<file path="config.mk">
export PLATFORM = sky130hd
export DESIGN_NAME = lpf_mul
export DESIGN_NICKNAME = d
export VERILOG_FILES = /design/src/rtl/core/lpf_pkg.sv /design/src/rtl/core/lpf_mul.sv
export SDC_FILE = /design/constraint.sdc
export NUM_CORES = 2
export LEC_CHECK = 0
export BUFFER_PORTS_ARGS = -buffer_cell sky130_fd_sc_hd__buf_2
export CAP_MARGIN = 20
export CORE_ASPECT_RATIO = 1.4
export CORE_MARGIN = 2
export CORE_UTILIZATION = 48
export CTS_BUF_LIST = sky130_fd_sc_hd__clkbuf_16
export CTS_CLUSTER_DIAMETER = 150
export DETAILED_ROUTE_END_ITERATION = 8
export GPL_TIMING_DRIVEN = 0
export PLACE_DENSITY = 0.65
export REMOVE_ABC_BUFFERS = 1
export SETUP_SLACK_MARGIN = 0.3
export SLEW_MARGIN = 20
export SYNTH_ARGS = -nofsm -noshare
export SYNTH_HDL_FRONTEND = slang
export SYNTH_SLANG_ARGS = --single-unit
</file>
<file path="constraint.sdc">
create_clock -name clk_i -period 12.7 [get_ports clk_i]
set_input_delay 0.635 -clock clk_i [delete_from_list [all_inputs] [get_ports clk_i]]
set_output_delay 0.635 -clock clk_i [all_outputs]
set_load 0.01 [all_outputs]
</file>
<file path="src/rtl/core/lpf_pkg.sv">
// ----------------------------------------------------------------------------
// lpf_pkg
// Shared constants, types and the tanh table for the ladder low-pass filter.
// ----------------------------------------------------------------------------
package lpf_pkg;

  localparam int TANH_TABLE_DEPTH = 256;
  localparam int STAGE_COUNT      = 4;
  localparam int STAGE_W          = $clog2(STAGE_COUNT);
  localparam int TANH_IDX_W       = $clog2(TANH_TABLE_DEPTH);
  // m * depth with m below 2^31
  localparam int TANH_SCL_W       = 31 + $clog2(TANH_TABLE_DEPTH + 1);

  localparam logic [29:0] PI_Q28  = 30'd843314857;
  localparam int          MUL_W   = 34;
  localparam int          PROD_W  = 2 * MUL_W;

  // Taylor series argument for exp(-16/DEPTH), Q.32
  localparam logic [63:0] TANH_R  = (64'd16 << 32) / 64'(TANH_TABLE_DEPTH);

  // configuration register indexes
  localparam logic [1:0] CFG_OUTPUT_GAIN     = 2'd0;
  localparam logic [1:0] CFG_DRIVE_VOLTAGE   = 2'd1;
  localparam logic [1:0] CFG_THERMAL_VOLTAGE = 2'd2;

  typedef logic [TANH_TABLE_DEPTH:0][31:0] tanh_tab_t;

  typedef struct packed {
    logic busy;
    logic done;
  } div_stat_t;

  // long division, only evaluated while building the table
  function automatic logic [63:0] udiv64(input logic [63:0] n, input logic [63:0] d);
    logic [63:0] q;
    logic [64:0] rem;
    q   = '0;
    rem = '0;
    for (int b = 63; b >= 0; b--) begin
      rem = {rem[63:0], n[b]};
      if (rem >= {1'b0, d}) begin
        rem  = rem - {1'b0, d};
        q[b] = 1'b1;
      end
    end
    return q;
  endfunction

  function automatic tanh_tab_t build_tanh_tab();
    logic [63:0] r;
    logic [63:0] term;
    logic [63:0] pos;
    logic [63:0] neg;
    logic [63:0] base;
    logic [63:0] p;
    logic [63:0] den;
    logic [63:0] num;
    tanh_tab_t   tab;
    r    = TANH_R;
    term = 64'd1 << 32;
    pos  = term;
    neg  = 64'd0;
    for (int n = 1; n <= 24; n++) begin
      term = udiv64((term * r) >> 32, 64'(n));
      if (n[0]) neg = neg + term;
      else      pos = pos + term;
    end
    base = pos - neg;
    p    = 64'd1 << 32;
    for (int i = 0; i <= TANH_TABLE_DEPTH; i++) begin
      den    = (64'd1 << 32) + p;
      num    = ((64'd1 << 32) - p) << 28;
      tab[i] = 32'(udiv64(num + (den >> 1), den));
      p      = (p * base + (64'd1 << 31)) >> 32;
    end
    return tab;
  endfunction

  localparam tanh_tab_t TANH_TAB = build_tanh_tab();

  function automatic logic signed [31:0] sat32(input logic signed [71:0] v);
    if (v > 72'sd2147483647)       return 32'sh7fffffff;
    else if (v < -72'sd2147483648) return 32'sh80000000;
    else                           return v[31:0];
  endfunction

endpackage

</file>
<file path="src/rtl/core/lpf_mul.sv">
// ----------------------------------------------------------------------------
// lpf_mul
// Shared signed multiplier with a registered product.
// ----------------------------------------------------------------------------
module lpf_mul (
  input  logic                             clk_i,
  input  logic signed [lpf_pkg::MUL_W-1:0]  op_a_i,
  input  logic signed [lpf_pkg::MUL_W-1:0]  op_b_i,
  output logic signed [lpf_pkg::PROD_W-1:0] prod_o
);
  import lpf_pkg::*;

  logic signed [PROD_W-1:0] prod_q;

  always_ff @(posedge clk_i) begin
    prod_q <= op_a_i * op_b_i;
  end

  assign prod_o = prod_q;

endmodule

</file>
After elaboration in Yosys (flattened, before gate mapping)
Cells that the tools add are included.

Bits in registers: 68. Bits in latches: 0. RAM bits: 0. ROM bits: 0. Input port bits: 69. Output and inout bits: 68. Logic and storage cells: 2. Memories kept: 0.

Add/subtract/negate cells: 0. $mul: 1. Divide/modulo/power cells: 0. Order comparisons: 0. Eq/ne operators: 0. Shifts and indexed selects: 0. Muxes and demuxes: 0. Bitwise operators: 0. Reduce and logical (&&, ||, !) cells: 0.

Operators with widths (number): multiplier 34 x 34 -> 68 bit (1).

Longest topological paths before layout
Depth after elaboration: 1. Gate-level depth with buffers: 31. Depth with buffers taken out: 29.

Worst setup path after synthesis
Ideal clock, no wire load.

Kind: input -> register. Start point: input port op_a_i[33] (netlist bit). End point: register prod_q[65], in the netlist prod_o[65]. Library setup time: 72 ps. Data arrival time: 8053 ps. Required time: 12628 ps. Path slack: 4575 ps. Stages: 24. Buffers on the path: 2. Cells stage by stage: clkbuf_1 -> nand2_1 -> inv_1 -> fa_1 -> fa_1 -> fa_1 -> fa_1 -> inv_1 -> fa_1 -> fa_1 -> fa_1 -> fa_1 -> inv_1 -> ha_1 -> clkdlybuf4s50_2 -> nand3_1 -> or2_2 -> nor2_1 -> a221oi_1 -> o21ai_0 -> a31oi_2 -> nor2_2 -> o41ai_2 -> xnor2_1.

Word-level cells in the longest chain between the ends: 1.

Ends and longest elaborated chain: start, declared (RTL line lpf_mul.sv:7) `input logic signed [lpf_pkg::MUL_W-1:0] op_a_i,`; multiplier 34 x 34 -> 68 bit (RTL line lpf_mul.sv:16) `prod_q <= op_a_i * op_b_i;`; end signal, assigned (RTL line lpf_mul.sv:16); end, declared (RTL line lpf_mul.sv:13) `logic signed [PROD_W-1:0] prod_q;`.

Every way passes these cells.

Worst setup path in the final report
Start point: input port op_a_i[17] (netlist bit). End point: register prod_q[61], in the netlist prod_o[61].

Same word-level chain as after synthesis.

==> impl_metrics.ini <==
[sta]
slew_headroom_pct = 27.1
hold_viol = 0
rsz0062_at_grt = no
finalCritPeriodShare_pct = 76.3
setup_violations = 0
slew_viol_final = 0
period_minus_slack_ps = 9690
fmax_mhz = 103
worst_pin_slew_ps = 1090
final.setup.tns_ps = 0

[cts]
cts_root_buf = clkbuf_16
clock_path_buffers = 2
cts_setup_buffers = 0
cts_tree = built
h-tree-depth = 3
cts_hold_buf = 0
cts_resized = 0
path_clk_slew_ps = 100
numCtsBuffers = 9
clock_sinks = 68

[logic_synthesis]
synth.avg_cell_area_sq_um = 9.45
async_reset_ff_share_pct = 0
synth.cell_area_sq_um = 43000
ys_types = 69
ys_ff_latch = 68
synth_ff_type = dfxtp_1
synth_edf_count = 0
netlist_instances = 4554
ys_seq_area_share_pct = 3.16
yosys_warnings = 0

[worst_hold_path]
hold_path_depth = 2
holdCritStartpoint = op_b_i[0]
min_path_type = in -> reg

[die]
initial_core_util_pct = 48.6
num_rows = 129
die_h_microns = 358
die_x_microns = 257
die_area_sq_um = 92100
ios = 137
core_area_sq_um = 88600

[layout]
fin_nets = 5988
area_delta_synth_final_pct = 3.71
drive_above_1_share_pct = 4.24
largest_register_ffs = 68

[routing]
ant_nets = 0
vias = 30500
wire_per_inst_microns = 21.6
wl_mm = 122
vias_per_cell = 5.38
dr.pass1.iters = 5
drc = 0
dr.first_iter.drc_count = 1663

[setup_path]
cp_slowest_cell = o221ai_1
cp-start-kind = input port
path_max_fanout = 34
critPathMaxStageDelay_ps = 880
critPathKind = in -> reg
worstSetupEndpointType = register
cp_data_arrival_time_ps = 10010
crit_start = op_a_i[17]
crit_top_cell = fa_1
worst_ep_required_time_ps = 13020

[place]
gp_congestion = 0.922
dpl.hpwl_mm = 90.2
portBuffers = 136

[global_routing]
grt_usage_pct = 28.1
grt.overflow.total = 0
grt_pass1_vias = 34100
grt_first_pass_wirelength_mm = 193
antenna_found_initial = 2
grt_max_degree = 35

[run_status]
outcome = completed

[flow_run]
drv_cap = 0
==> worst max-delay path, delay by kind of cell <==
family / cells / cell delay [ps]
AOI/OAI and AO/OA: 8 / 2780
xor gates and xnor gates: 1 / 280
and+or+nand+nor: 2 / 710
buffers and inverters: 6 / 1050
adders and majority gates: 9 / 4520
==> per-stage QoR <==
stage,worst slack [ps],hold slack (ps),area [sq um],instances,utilization [%]
final,3010,872,44600,5660,50.4
after CTS,3290,859,44600,5658,50.4
after detailed placement,2890,1030,44300,5642,50.0
after global placement,2880,1030,44300,5641,50.0
after global routing,2970,910,44600,5658,50.4
after floorplan,5100,757,42100,4326,-
==> path summary, 6_finish.rpt <==
check	endpoint	slack [ps]
max	prod_o[61]	3010
min	prod_o[0]	870
==> Yosys cell counts (5+ instances only) <==
cell type     n  area, sq um
nand4_1      11         68.8
fa_1       1241        24800
nor3_1        5         25.0
o21bai_1     12         90.1
inv_1      1231         4620
ha_1        204         2550
nand2b_1     20          125
xnor2_1      56          490
o21ai_0      31          155
dfxtp_1      68         1360
nand3_1      11         55.1
and2_1      621         3880
nor2b_1       9         56.3
clkbuf_1    214          803
a31oi_1       7         43.8
and3_1        5         31.3
nor2_1       54          203
o21ai_1       7         35.0
a21oi_1      61          305
a21o_1       37          278
xor2_1       23          201
nand2_1     542         2030
a211oi_1      6         45.0
==> routing by layer <==
layer	share of wire [%]	track usage (%)	vias up
met2	53	51.2	1220
met1	33	29.8	16100
met5	0	0	-
li1	-	-	12600
met4	8.6	20.0	0
met3	5.9	4.04	487
==> logic make-up (layout without fill, tap and decap cells) <==
kind of cell,after synthesis,after routing,synth area share [%]
AO/OA/AOI/OAI,206,206,3.35
XOR/XNOR,79,79,1.61
adder cells (fa/ha/maj),1445,1445,63.7
buffers and inverters,1460,1385,12.8
flip-flops,68,68,3.16
other,0,2,0
AND/OR/NAND/NOR,1296,1296,15.4
==> cell usage in the layout, fill, tap and decap left out, types with 5 or more instances in the layout <==
cell	netlist	routed
clkbuf_16	0	9
and3_1	5	5
xnor2_1	56	56
xor2_1	23	23
nor2_1	54	54
o21ai_0	31	30
a31oi_1	7	7
a21o_1	37	37
ha_1	204	203
fa_1	1241	1239
nand2_1	542	542
nor3_1	5	5
inv_1	1231	1230
a21oi_1	61	61
buf_2	2	136
nand4_1	11	11
nand2b_1	20	20
a211oi_1	6	6
nand3_1	11	11
nor2b_1	9	9
o21ai_1	7	8
and2_1	621	621
dfxtp_1	68	68
o21bai_1	12	12
==> cell type report <==
| type | instances | area [sq um] |
|---|---|---|
| inverter | 1232 | 4630 |
| multi-input combinational | 3026 | 36100 |
| tap | 1179 | 1480 |
| clock inverter | 7 | 75.1 |
| timing repair buffer | 137 | 708 |
| fill | 8406 | 44000 |
| sequential | 68 | 1360 |
| antenna | 2 | 5.00 |
| clock buffer | 9 | 225 |
Power is left out: the tool's default activity adds up to more than one toggle a clock period on the data nets, which glitch-free logic cannot reach.
