**src/rtl/core/lpf_pkg.sv**
```systemverilog
// ----------------------------------------------------------------------------
// lpf_pkg
// Shared constants, types and the tanh table for the ladder low-pass filter.
// ----------------------------------------------------------------------------
package lpf_pkg;

  localparam int TANH_TABLE_DEPTH = 256;
  localparam int STAGE_COUNT      = 4;
  localparam int STAGE_W          = $clog2(STAGE_COUNT);
  localparam int TANH_IDX_W       = $clog2(TANH_TABLE_DEPTH);
  // m * depth with m below 2^31
  localparam int TANH_SCL_W       = 31 + $clog2(TANH_TABLE_DEPTH + 1);

  localparam logic [29:0] PI_Q28  = 30'd843314857;
  localparam int          MUL_W   = 34;
  localparam int          PROD_W  = 2 * MUL_W;

  // Taylor series argument for exp(-16/DEPTH), Q.32
  localparam logic [63:0] TANH_R  = (64'd16 << 32) / 64'(TANH_TABLE_DEPTH);

  // configuration register indexes
  localparam logic [1:0] CFG_OUTPUT_GAIN     = 2'd0;
  localparam logic [1:0] CFG_DRIVE_VOLTAGE   = 2'd1;
  localparam logic [1:0] CFG_THERMAL_VOLTAGE = 2'd2;

  typedef logic [TANH_TABLE_DEPTH:0][31:0] tanh_tab_t;

  typedef struct packed {
    logic busy;
    logic done;
  } div_stat_t;

  // long division, only evaluated while building the table
  function automatic logic [63:0] udiv64(input logic [63:0] n, input logic [63:0] d);
    logic [63:0] q;
    logic [64:0] rem;
    q   = '0;
    rem = '0;
    for (int b = 63; b >= 0; b--) begin
      rem = {rem[63:0], n[b]};
      if (rem >= {1'b0, d}) begin
        rem  = rem - {1'b0, d};
        q[b] = 1'b1;
      end
    end
    return q;
  endfunction

  function automatic tanh_tab_t build_tanh_tab();
    logic [63:0] r;
    logic [63:0] term;
    logic [63:0] pos;
    logic [63:0] neg;
    logic [63:0] base;
    logic [63:0] p;
    logic [63:0] den;
    logic [63:0] num;
    tanh_tab_t   tab;
    r    = TANH_R;
    term = 64'd1 << 32;
    pos  = term;
    neg  = 64'd0;
    for (int n = 1; n <= 24; n++) begin
      term = udiv64((term * r) >> 32, 64'(n));
      if (n[0]) neg = neg + term;
      else      pos = pos + term;
    end
    base = pos - neg;
    p    = 64'd1 << 32;
    for (int i = 0; i <= TANH_TABLE_DEPTH; i++) begin
      den    = (64'd1 << 32) + p;
      num    = ((64'd1 << 32) - p) << 28;
      tab[i] = 32'(udiv64(num + (den >> 1), den));
      p      = (p * base + (64'd1 << 31)) >> 32;
    end
    return tab;
  endfunction

  localparam tanh_tab_t TANH_TAB = build_tanh_tab();

  function automatic logic signed [31:0] sat32(input logic signed [71:0] v);
    if (v > 72'sd2147483647)       return 32'sh7fffffff;
    else if (v < -72'sd2147483648) return 32'sh80000000;
    else                           return v[31:0];
  endfunction

endpackage

```
**src/rtl/core/lpf_div.sv**
```systemverilog
// ----------------------------------------------------------------------------
// lpf_div
// Restoring unsigned divider, 64 by 32 bits, one quotient bit per cycle.
// ----------------------------------------------------------------------------
module lpf_div (
  input  logic                clk_i,
  input  logic                rst_ni,
  input  logic                start_i,
  input  logic [63:0]         dividend_i,
  input  logic [31:0]         divisor_i,
  output lpf_pkg::div_stat_t  stat_o,
  output logic [63:0]         quotient_o
);
  import lpf_pkg::*;

  logic [63:0] quo_q;
  logic [31:0] rem_q;
  logic [31:0] dsr_q;
  logic [5:0]  cnt_q;
  logic        busy_q;
  logic        done_q;
  logic [32:0] trial;
  logic        fits;

  assign trial = {rem_q, quo_q[63]};
  assign fits  = trial >= {1'b0, dsr_q};

  always_ff @(posedge clk_i or negedge rst_ni) begin
    if (!rst_ni) begin
      busy_q <= 1'b0;
      done_q <= 1'b0;
      cnt_q  <= '0;
    end else begin
      done_q <= 1'b0;
      if (start_i) begin
        busy_q <= 1'b1;
        cnt_q  <= '0;
      end else if (busy_q) begin
        cnt_q <= cnt_q + 6'd1;
        if (cnt_q == 6'd63) begin
          busy_q <= 1'b0;
          done_q <= 1'b1;
        end
      end
    end
  end

  always_ff @(posedge clk_i) begin
    if (start_i) begin
      quo_q <= dividend_i;
      rem_q <= '0;
      dsr_q <= divisor_i;
    end else if (busy_q) begin
      quo_q <= {quo_q[62:0], fits};
      rem_q <= fits ? 32'(trial - {1'b0, dsr_q}) : trial[31:0];
    end
  end

  assign stat_o.busy = busy_q;
  assign stat_o.done = done_q;
  assign quotient_o  = quo_q;

endmodule

```
**config.mk**
```make
export PLATFORM = sky130hd
export DESIGN_NAME = lpf_div
export DESIGN_NICKNAME = d
export VERILOG_FILES = /design/src/rtl/core/lpf_pkg.sv /design/src/rtl/core/lpf_div.sv
export SDC_FILE = /design/constraint.sdc
export NUM_CORES = 1
export LEC_CHECK = 0
export BUFFER_PORTS_ARGS = -buffer_cell sky130_fd_sc_hd__buf_4
export CAP_MARGIN = 40
export CORE_ASPECT_RATIO = 0.9
export CORE_MARGIN = 2
export CORE_UTILIZATION = 50
export CTS_CLUSTER_SIZE = 12
export DETAILED_ROUTE_END_ITERATION = 16
export PLACE_DENSITY = 0.75
export SLEW_MARGIN = 20
export SYNTH_ARGS = -nofsm -noshare
export SYNTH_HDL_FRONTEND = slang
export SYNTH_SLANG_ARGS = --single-unit
```
**constraint.sdc**
```tcl
create_clock -name clk_i -period 8.2 [get_ports clk_i]
set_input_delay 0 -clock clk_i [delete_from_list [all_inputs] [get_ports clk_i]]
set_output_delay 0 -clock clk_i [all_outputs]
set_load 0.03 [all_outputs]
```
; ---- Word level (Yosys, flattened, before mapping)
; Index checks and enable logic that the tools add are counted.
[word_totals]
mem_count = 0
romBits = 0
latch_bits = 0
regBits = 136
ramBits = 0
[classes]
shifts = 0
n_reduce_logical = 1
n_eq_ne = 1
n_addsub = 2
mul = 0
n_mux = 11
div_mod_pow = 0
order_cmp = 1
n_bitwise = 0
[ops]
columns = operator, n
row1 = $mux W64, 2
row2 = $ge A33 B32 Y1, 1
row3 = $mux W32, 1
row4 = $sub A32 B32 Y32, 1
row5 = $mux W6, 2
row6 = $add A6 B1 Y6 const B, 1
row7 = $eq A6 B6 Y1 const B, 1
row8 = $mux W1, 6
row9 = $reduce_bool A2 Y1, 1

; ---- Depth between registers and ports, before layout
; Gate-level depths: netlist (run 1).
[logic_depth]
depth_word = 4
depth_mapped = 15
ltp_nobuf = 12

; ---- Least setup slack after synthesis (run 1)
; No wires, ideal clock.
[synth_timing]
path_kind = register -> register
start = reg dsr_q[3]
end = reg quo_q[0], in the netlist quotient_o[0], data pin
t_required_ns = 7.940
t_arrival_ns = 2.746
stages_incl_launch_ff = 14
setup_slack_ns = 5.194
synth_period_minus_slack_ns = 3.006
path_buffers = 3
cell_sequence = edfxtp_1 -> inv_1 -> ha_1 -> a21o_1 -> a21oi_4 -> a2111oi_4 -> o41ai_4 -> o21a_4 -> o21ai_2 -> or3_1 -> buf_6 -> buf_12 -> buf_12 -> mux2_2
[synth_via]
elab_chain_len = 3
[synth_rtl]
columns = item, line_no
row1 = "start, declared", lpf_div.sv:18  ; logic [31:0] dsr_q;
row2 = "start signal, assigned", lpf_div.sv:52  ; dsr_q <= divisor_i;
row3 = $ge A33 B32 Y1, lpf_div.sv:26  ; assign fits = trial >= {1'b0, dsr_q};
row4 = $mux W64, lpf_div.sv:53  ; end else if (busy_q) begin
row5 = $mux W64, lpf_div.sv:49  ; if (start_i) begin
row6 = "end signal, assigned", lpf_div.sv:50  ; quo_q <= dividend_i;
row7 = "end signal, assigned", lpf_div.sv:54  ; quo_q <= {quo_q[62:0], fits};
row8 = "end, declared", lpf_div.sv:16  ; logic [63:0] quo_q;
; Every way passes these cells. The select of a mux whose other input is x is not followed.
; A chain may end at the register's enable or synchronous reset.

; ---- Final worst setup path (run 1)
[layout_timing]
start = reg dsr_q[4]
end = reg rem_q[4]
[layout_via]
elab_chain_len = 2
word_cells_on_any_way = 3
classes_between = 1 x add/sub / 1 x order compare / 1 x mux
[layout_rtl]
columns = item, line_no
row1 = $sub A32 B32 Y32 / $ge A33 B32 Y1 (equally long branches), "lpf_div.sv:55, lpf_div.sv:26"
row2 = $mux W32 (*), lpf_div.sv:55  ; rem_q <= fits ? 32'(trial - {1'b0, dsr_q}) : trial[31:0];
row3 = "end signal, assigned", lpf_div.sv:55
row4 = "end, declared", lpf_div.sv:17  ; logic [31:0] rem_q;
; Every way passes the cells marked *; elsewhere a longest branch is shown, timed or not.

==> results.json, run 1 <==
{
  "synth_seq_area_share_pct": 50.69,
  "slowest_delay_ns": 0.44,
  "cts_tree": "done",
  "min_period_over_period_pct": 42.47,
  "final_antenna_net_count": 0,
  "synth_seq_cells": 136,
  "die_w_microns": 131.8,
  "crit_type": "flop to flop",
  "grt_pass1_wl_mm": 30.18,
  "setup_viol": 0,
  "critPathSlowestCell": "buf_4",
  "drcViolationCount": 0,
  "clock_path_buffers": 2,
  "numClockSinks": 136,
  "reg2reg_slack_ns": 4.72,
  "cts_buffers": 17,
  "cp-start-kind": "flop",
  "routedWlPerCell_microns": 17.35,
  "path_clk_slew_ns": 0.06,
  "max_freq_mhz": 287.1,
  "nNetsFinal": 1015,
  "die_area_sq_um": 15680,
  "synth_largest_area_cell": "edfxtp_1",
  "post_cts_buffers": 0,
  "yosys.cell_count.top_type": "edfxtp_1",
  "portBuffers": 164,
  "crit_chain": "inv_1 -> ha_1 -> nand3_1 -> o21bai_4 -> a2111oi_4 -> o41ai_4 -> o21a_4 -> o21ai_2 -> or3_1 -> buf_4 -> mux2i_1 -> a211oi_1",
  "outcome": "finished clean",
  "async_reset_ff_share_pct": 5.882,
  "hold_violations": 0,
  "overflow": 0,
  "ys_warn_count": 0,
  "synth_cell_types": 62,
  "hold_path.class": "input port to flop",
  "path_max_fanout": 22,
  "worstSkewPairLatency_ns": 0.43,
  "cp.required_ns": 8.47,
  "avgSynthCellArea_sq_um": 11.66,
  "postCtsResizedCells": 0,
  "min_period_ns": 3.483,
  "cts_max_level": 4,
  "maxSlewHeadroom_pct": 44.20,
  "cap_violations": 0,
  "drt-vias-per-instance": 5.408,
  "grt_usage_pct": 24.71,
  "drive_gt1_share_pct": 30.95,
  "synthTopCellsByArea": "edfxtp_1 39%, mux2_2 9.8%, dfxtp_1 8.7%",
  "setup_tns_ns": 0,
  "coreArea_sq_um": 14560,
  "leakagePower_nw": 4.387,
  "finalNonFillerCells": 1093,
  "worstPathArrival_ns": 3.75,
  "netlist_top_cells_count": "96 x edfxtp_1, 64 x mux2_2, 40 x inv_1, 40 x nor2_1, 36 x nand2_1",
  "fin_skew_ns": 0.01200,
  "antenna_found_initial": 0,
  "die_y_microns": 119.0,
  "place_inst": 963,
  "tightestPinTransition_ns": 0.8370,
  "grt_pass1_vias": 6145,
  "synth_edf_count": 96,
  "pin_count": 165,
  "end_kind": "flop",
  "drtIter0Drc": 368,
  "synth_top_area_share_pct": 39.24,
  "start_util_pct": 50.46,
  "grt_max_degree": 67,
  "synthCells": 630,
  "power_density_nw_per_um2": 255.3,
  "vias": 5911,
  "hold_buffers": 98,
  "syn_nets": 763,
  "synthFlopType": "edfxtp_1",
  "rows": 42,
  "root_buffer": "clkbuf_16",
  "path_buf_inv": 2,
  "peakVddDrop_v": 0.0001667,
  "gp_congestion": 0.8913,
  "drtPass1Iterations": 5,
  "rsz0062_at_grt": "false",
  "dpl.hpwl_mm": 11.96,
  "n_antenna_cell": 0,
  "wirelength_mm": 18.97,
  "syn_area_sq_um": 7346,
  "maxSlewViolCount": 0,
  "layout-area-overhead-vs-synth_pct": 38.58,
  "cp_top_family": "compound AO/OA/AOI/OAI gates"
}
[path summary, 6_finish.rpt]
path                            startpoint        end  cells past startpoint
max in group asynchronous           rst_ni     busy_q                      3
worst max register to register    dsr_q[4]   rem_q[4]                     12
worst max-delay path              dsr_q[4]   rem_q[4]                     12
min in group asynchronous           rst_ni   cnt_q[4]                      3
worst min register to register   rem_q[21]  rem_q[21]                      2
worst min-delay path               start_i   cnt_q[1]                      2
[layout by cell type, fill, tap and decap left out, types with 8 or more instances in the layout]
master	synthesis	layout
nand4_1	8	8
dfxtp_1	32	32
o21ai_0	13	13
o21ai_1	11	11
a21oi_1	32	32
a21o_1	18	18
mux2_2	64	64
a211oi_1	16	16
dfrtp_1	8	8
clkbuf_16	0	17
nand3_1	9	9
xor2_1	15	15
xnor2_1	16	16
mux2i_1	24	24
dlygate4sd3_1	0	98
inv_1	40	39
edfxtp_1	96	96
nor2_1	40	40
nand2_1	36	36
buf_4	2	169
ha_1	33	33
[cell type report]
type | count | area [sq um]
Tap cell | 198 | 247.7
Fill cell | 1019 | 4377
Clock buffer | 18 | 429.2
Timing Repair Buffer | 267 | 2250
Clock inverter | 14 | 101.3
Inverter | 40 | 150.1
Sequential cell | 136 | 3724
Multi-Input combinational cell | 420 | 3278
[metrics by stage]
stage                     hold slack [ns]  area [sq um]  power (mW)  setup WS (ns)  util, %
after global routing               0.1924         10180       2.741          4.456    69.93
after CTS                          0.1238         10180       2.598          4.753    69.93
after floorplan                   -0.2956          7346       1.660          5.194        -
after detailed placement          -0.1758          8668       1.857          4.744    59.55
final                              0.1662         10180       2.599          4.717    69.93
after global placement            -0.1798          8668       1.827          4.914    59.55
[sequential cells by signal, indices dropped and copies added (netlist names)]
signal	flops
busy_q	1
quotient_o	64
dsr_q	32
rem_q	32
cnt_q	6
done_q	1
[cells by family after synthesis]
group,synth area share (%)
buffers and inverters,4.684
muxes,13.29
xor gates and xnor gates,3.696
DFF,50.69
adders and majority gates,5.893
and+or+nand+nor,8.363
AOI/OAI and AO/OA,13.39
[power breakdown]
| part | total [mW] | switching (mW) | internal (mW) | leakage (nW) |
|---|---|---|---|---|
| sequential | 0.927 | 0.0756 | 0.851 | 1.36 |
| clock | 0.697 | 0.309 | 0.388 | 0.261 |
| combinational | 0.976 | 0.535 | 0.441 | 2.77 |
[layer usage]
layer | GRT usage (%) | vias to the layer above | share of wire [%]
met5 | 0 | - | 0
met4 | 11.89 | 0 | 3.2
met3 | 6.428 | 49 | 5.9
met2 | 42.90 | 209 | 51
met1 | 28.56 | 2821 | 40
li1 | - | 2832 | -
Power figures use the tool's default switching activity.
==> run 2, diff against run 1 <==
- PLACE_DENSITY: 0.75 -> 0.78
- clock period: 8.2 -> 2.9 ns (I/O delays scaled with it)
==> results.json, run 2 (same netlist as run 1, synthesis figures left out) <==
{
  "gp_congestion": 0.8992,
  "final_antenna_net_count": 0,
  "grt_max_degree": 97,
  "pin_count": 165,
  "cp_top_family": "compound AO/OA/AOI/OAI gates",
  "min_period_over_period_pct": 97.69,
  "nNetsFinal": 1041,
  "outcome": "finished clean",
  "final_common_cell": "buf_4",
  "seq_area_sq_um": 3724,
  "rows": 42,
  "drive_gt1_share_pct": 35.72,
  "setup_viol": 0,
  "die_y_microns": 119.0,
  "clock_path_buffers": 2,
  "grt_pass1_wl_mm": 31.67,
  "end_kind": "flop",
  "cts_max_level": 4,
  "wirelength_mm": 19.98,
  "cts_buffers": 17,
  "max_freq_mhz": 353.0,
  "reg2reg_slack_ns": 0.07,
  "crit_type": "flop to flop",
  "hold_path.class": "input port to flop",
  "cap_violations": 0,
  "place_inst": 987,
  "worstSkewPairLatency_ns": 0.42,
  "grt_pass1_vias": 6349,
  "cp-start-kind": "flop",
  "overflow": 0,
  "crit_chain": "inv_1 -> ha_1 -> nand2_1 -> o211a_1 -> nand2b_4 -> o41ai_4 -> o21a_4 -> o21ai_2 -> or3_4 -> buf_6 -> mux2_2",
  "cp.required_ns": 3.07,
  "setup_tns_ns": 0,
  "numClockSinks": 136,
  "routedWlPerCell_microns": 17.84,
  "rsz0062_at_grt": "true",
  "die_w_microns": 131.8,
  "grt_usage_pct": 25.62,
  "multi_input_comb_area_sq_um": 3447,
  "drtIter0Drc": 476,
  "drtPass1Iterations": 5,
  "fin_skew_ns": 0.01091,
  "critPathSlowestCell": "or3_4",
  "start_util_pct": 50.46,
  "peakVddDrop_v": 0.0005540,
  "power_density_nw_per_um2": 741.6,
  "drt-vias-per-instance": 5.375,
  "antenna_found_initial": 1,
  "largest_register_ffs": 64,
  "finalNonFillerCells": 1120,
  "coreArea_sq_um": 14560,
  "slowest_delay_ns": 0.39,
  "fill_cells": 932,
  "tightestPinTransition_ns": 0.7416,
  "dpl.hpwl_mm": 12.46,
  "path_max_fanout": 7,
  "hold_violations": 0,
  "drcViolationCount": 0,
  "die_area_sq_um": 15680,
  "min_period_ns": 2.833,
  "root_buffer": "clkbuf_16",
  "cts_tree": "done",
  "path_buf_inv": 2,
  "maxSlewHeadroom_pct": 50.49,
  "portBuffers": 164,
  "worstPathArrival_ns": 3.00,
  "vias": 6020,
  "leakagePower_nw": 4.556,
  "mostFrequentLayoutCells": "190 x buf_4, 98 x dlygate4sd3_1, 96 x edfxtp_1",
  "power_mw": 7.873,
  "maxSlewViolCount": 0,
  "path_clk_slew_ns": 0.06,
  "layout-area-overhead-vs-synth_pct": 44.52
}
[run 2: cell count changes in the layout (fill, tap and decap cells not counted), moves of 3 or more]
| cell | previous run | this run |
|---|---|---|
| clkinv_1 | 0 | 3 |
| a211oi_2 | 0 | 3 |
| a21oi_1 | 32 | 27 |
| ha_1 | 33 | 27 |
| buf_12 | 0 | 3 |
| a21oi_2 | 0 | 5 |
| a211oi_1 | 16 | 13 |
| buf_4 | 169 | 190 |
| ha_4 | 0 | 5 |
[run 2: path summary, 6_finish.rpt]
kind / startpoint / to / cells after the start
worst max-delay path: dsr_q[15] / quotient_o[0] / 11
worst min-delay path: start_i / dsr_q[13] / 1
worst max register to register: dsr_q[15] / quotient_o[0] / 11
worst min register to register: rem_q[27] / rem_q[27] / 2
max in group asynchronous: rst_ni / cnt_q[4] / 3
min in group asynchronous: rst_ni / cnt_q[1] / 3
[run 2: per-layer routing]
| layer | GRT usage [%] | share of wire, % |
|---|---|---|
| met5 | 0 | 0 |
| met4 | 10.05 | 2.4 |
| met3 | 5.747 | 5.1 |
| met2 | 45.52 | 52 |
| met1 | 30.25 | 41 |
[run 2: repair_timing]
action / CTS / global route
buffers inserted: 0 / 2
hold buffers: 98 / 0
endpoints found under the hold margin: 104 / 0
endpoints found under the setup margin: 20 / 29
gates resized for setup: 5 / 34
pin swaps: 1 / 16
[run 2: metrics by stage]
step,setup WS (ns),hold WS [ns],util (%),area (sq um)
final,0.06702,0.04864,72.93,10620
after global routing,-0.06766,0.04721,72.93,10620
after CTS,0.002493,0.03712,71.75,10440
after detailed placement,-0.06264,-0.1777,61.08,8891
after global placement,0.03658,-0.1807,61.08,8891
after floorplan,-0.05959,-0.2956,-,7386
[run 2: power by group]
group	switching [mW]	internal, mW	total (mW)	leakage [nW]
clock network	0.869	1.18	2.05	0.275
logic	1.63	1.55	3.18	2.93
registers	0.233	2.41	2.64	1.36
[run 2: layout make-up]
cell class	count	area share [%]
sequential	136	35.07
multi-input combinational	420	32.47
timing repair buffer	293	23.49
clock buffer	17	4.007
tap	198	2.334
inverter	40	1.414
clock inverter	15	1.190
antenna	1	0.02357
[run 2: worst register-to-register path, stage by stage (launching register included)]
cell and delay (ns):
edfxtp_1 0.36, inv_1 0.08, ha_1 0.28, nand2_1 0.13
o211a_1 0.23, nand2b_4 0.07, o41ai_4 0.37, o21a_4 0.19
o21ai_2 0.06, or3_4 0.39, buf_6 0.16, mux2_2 0.27
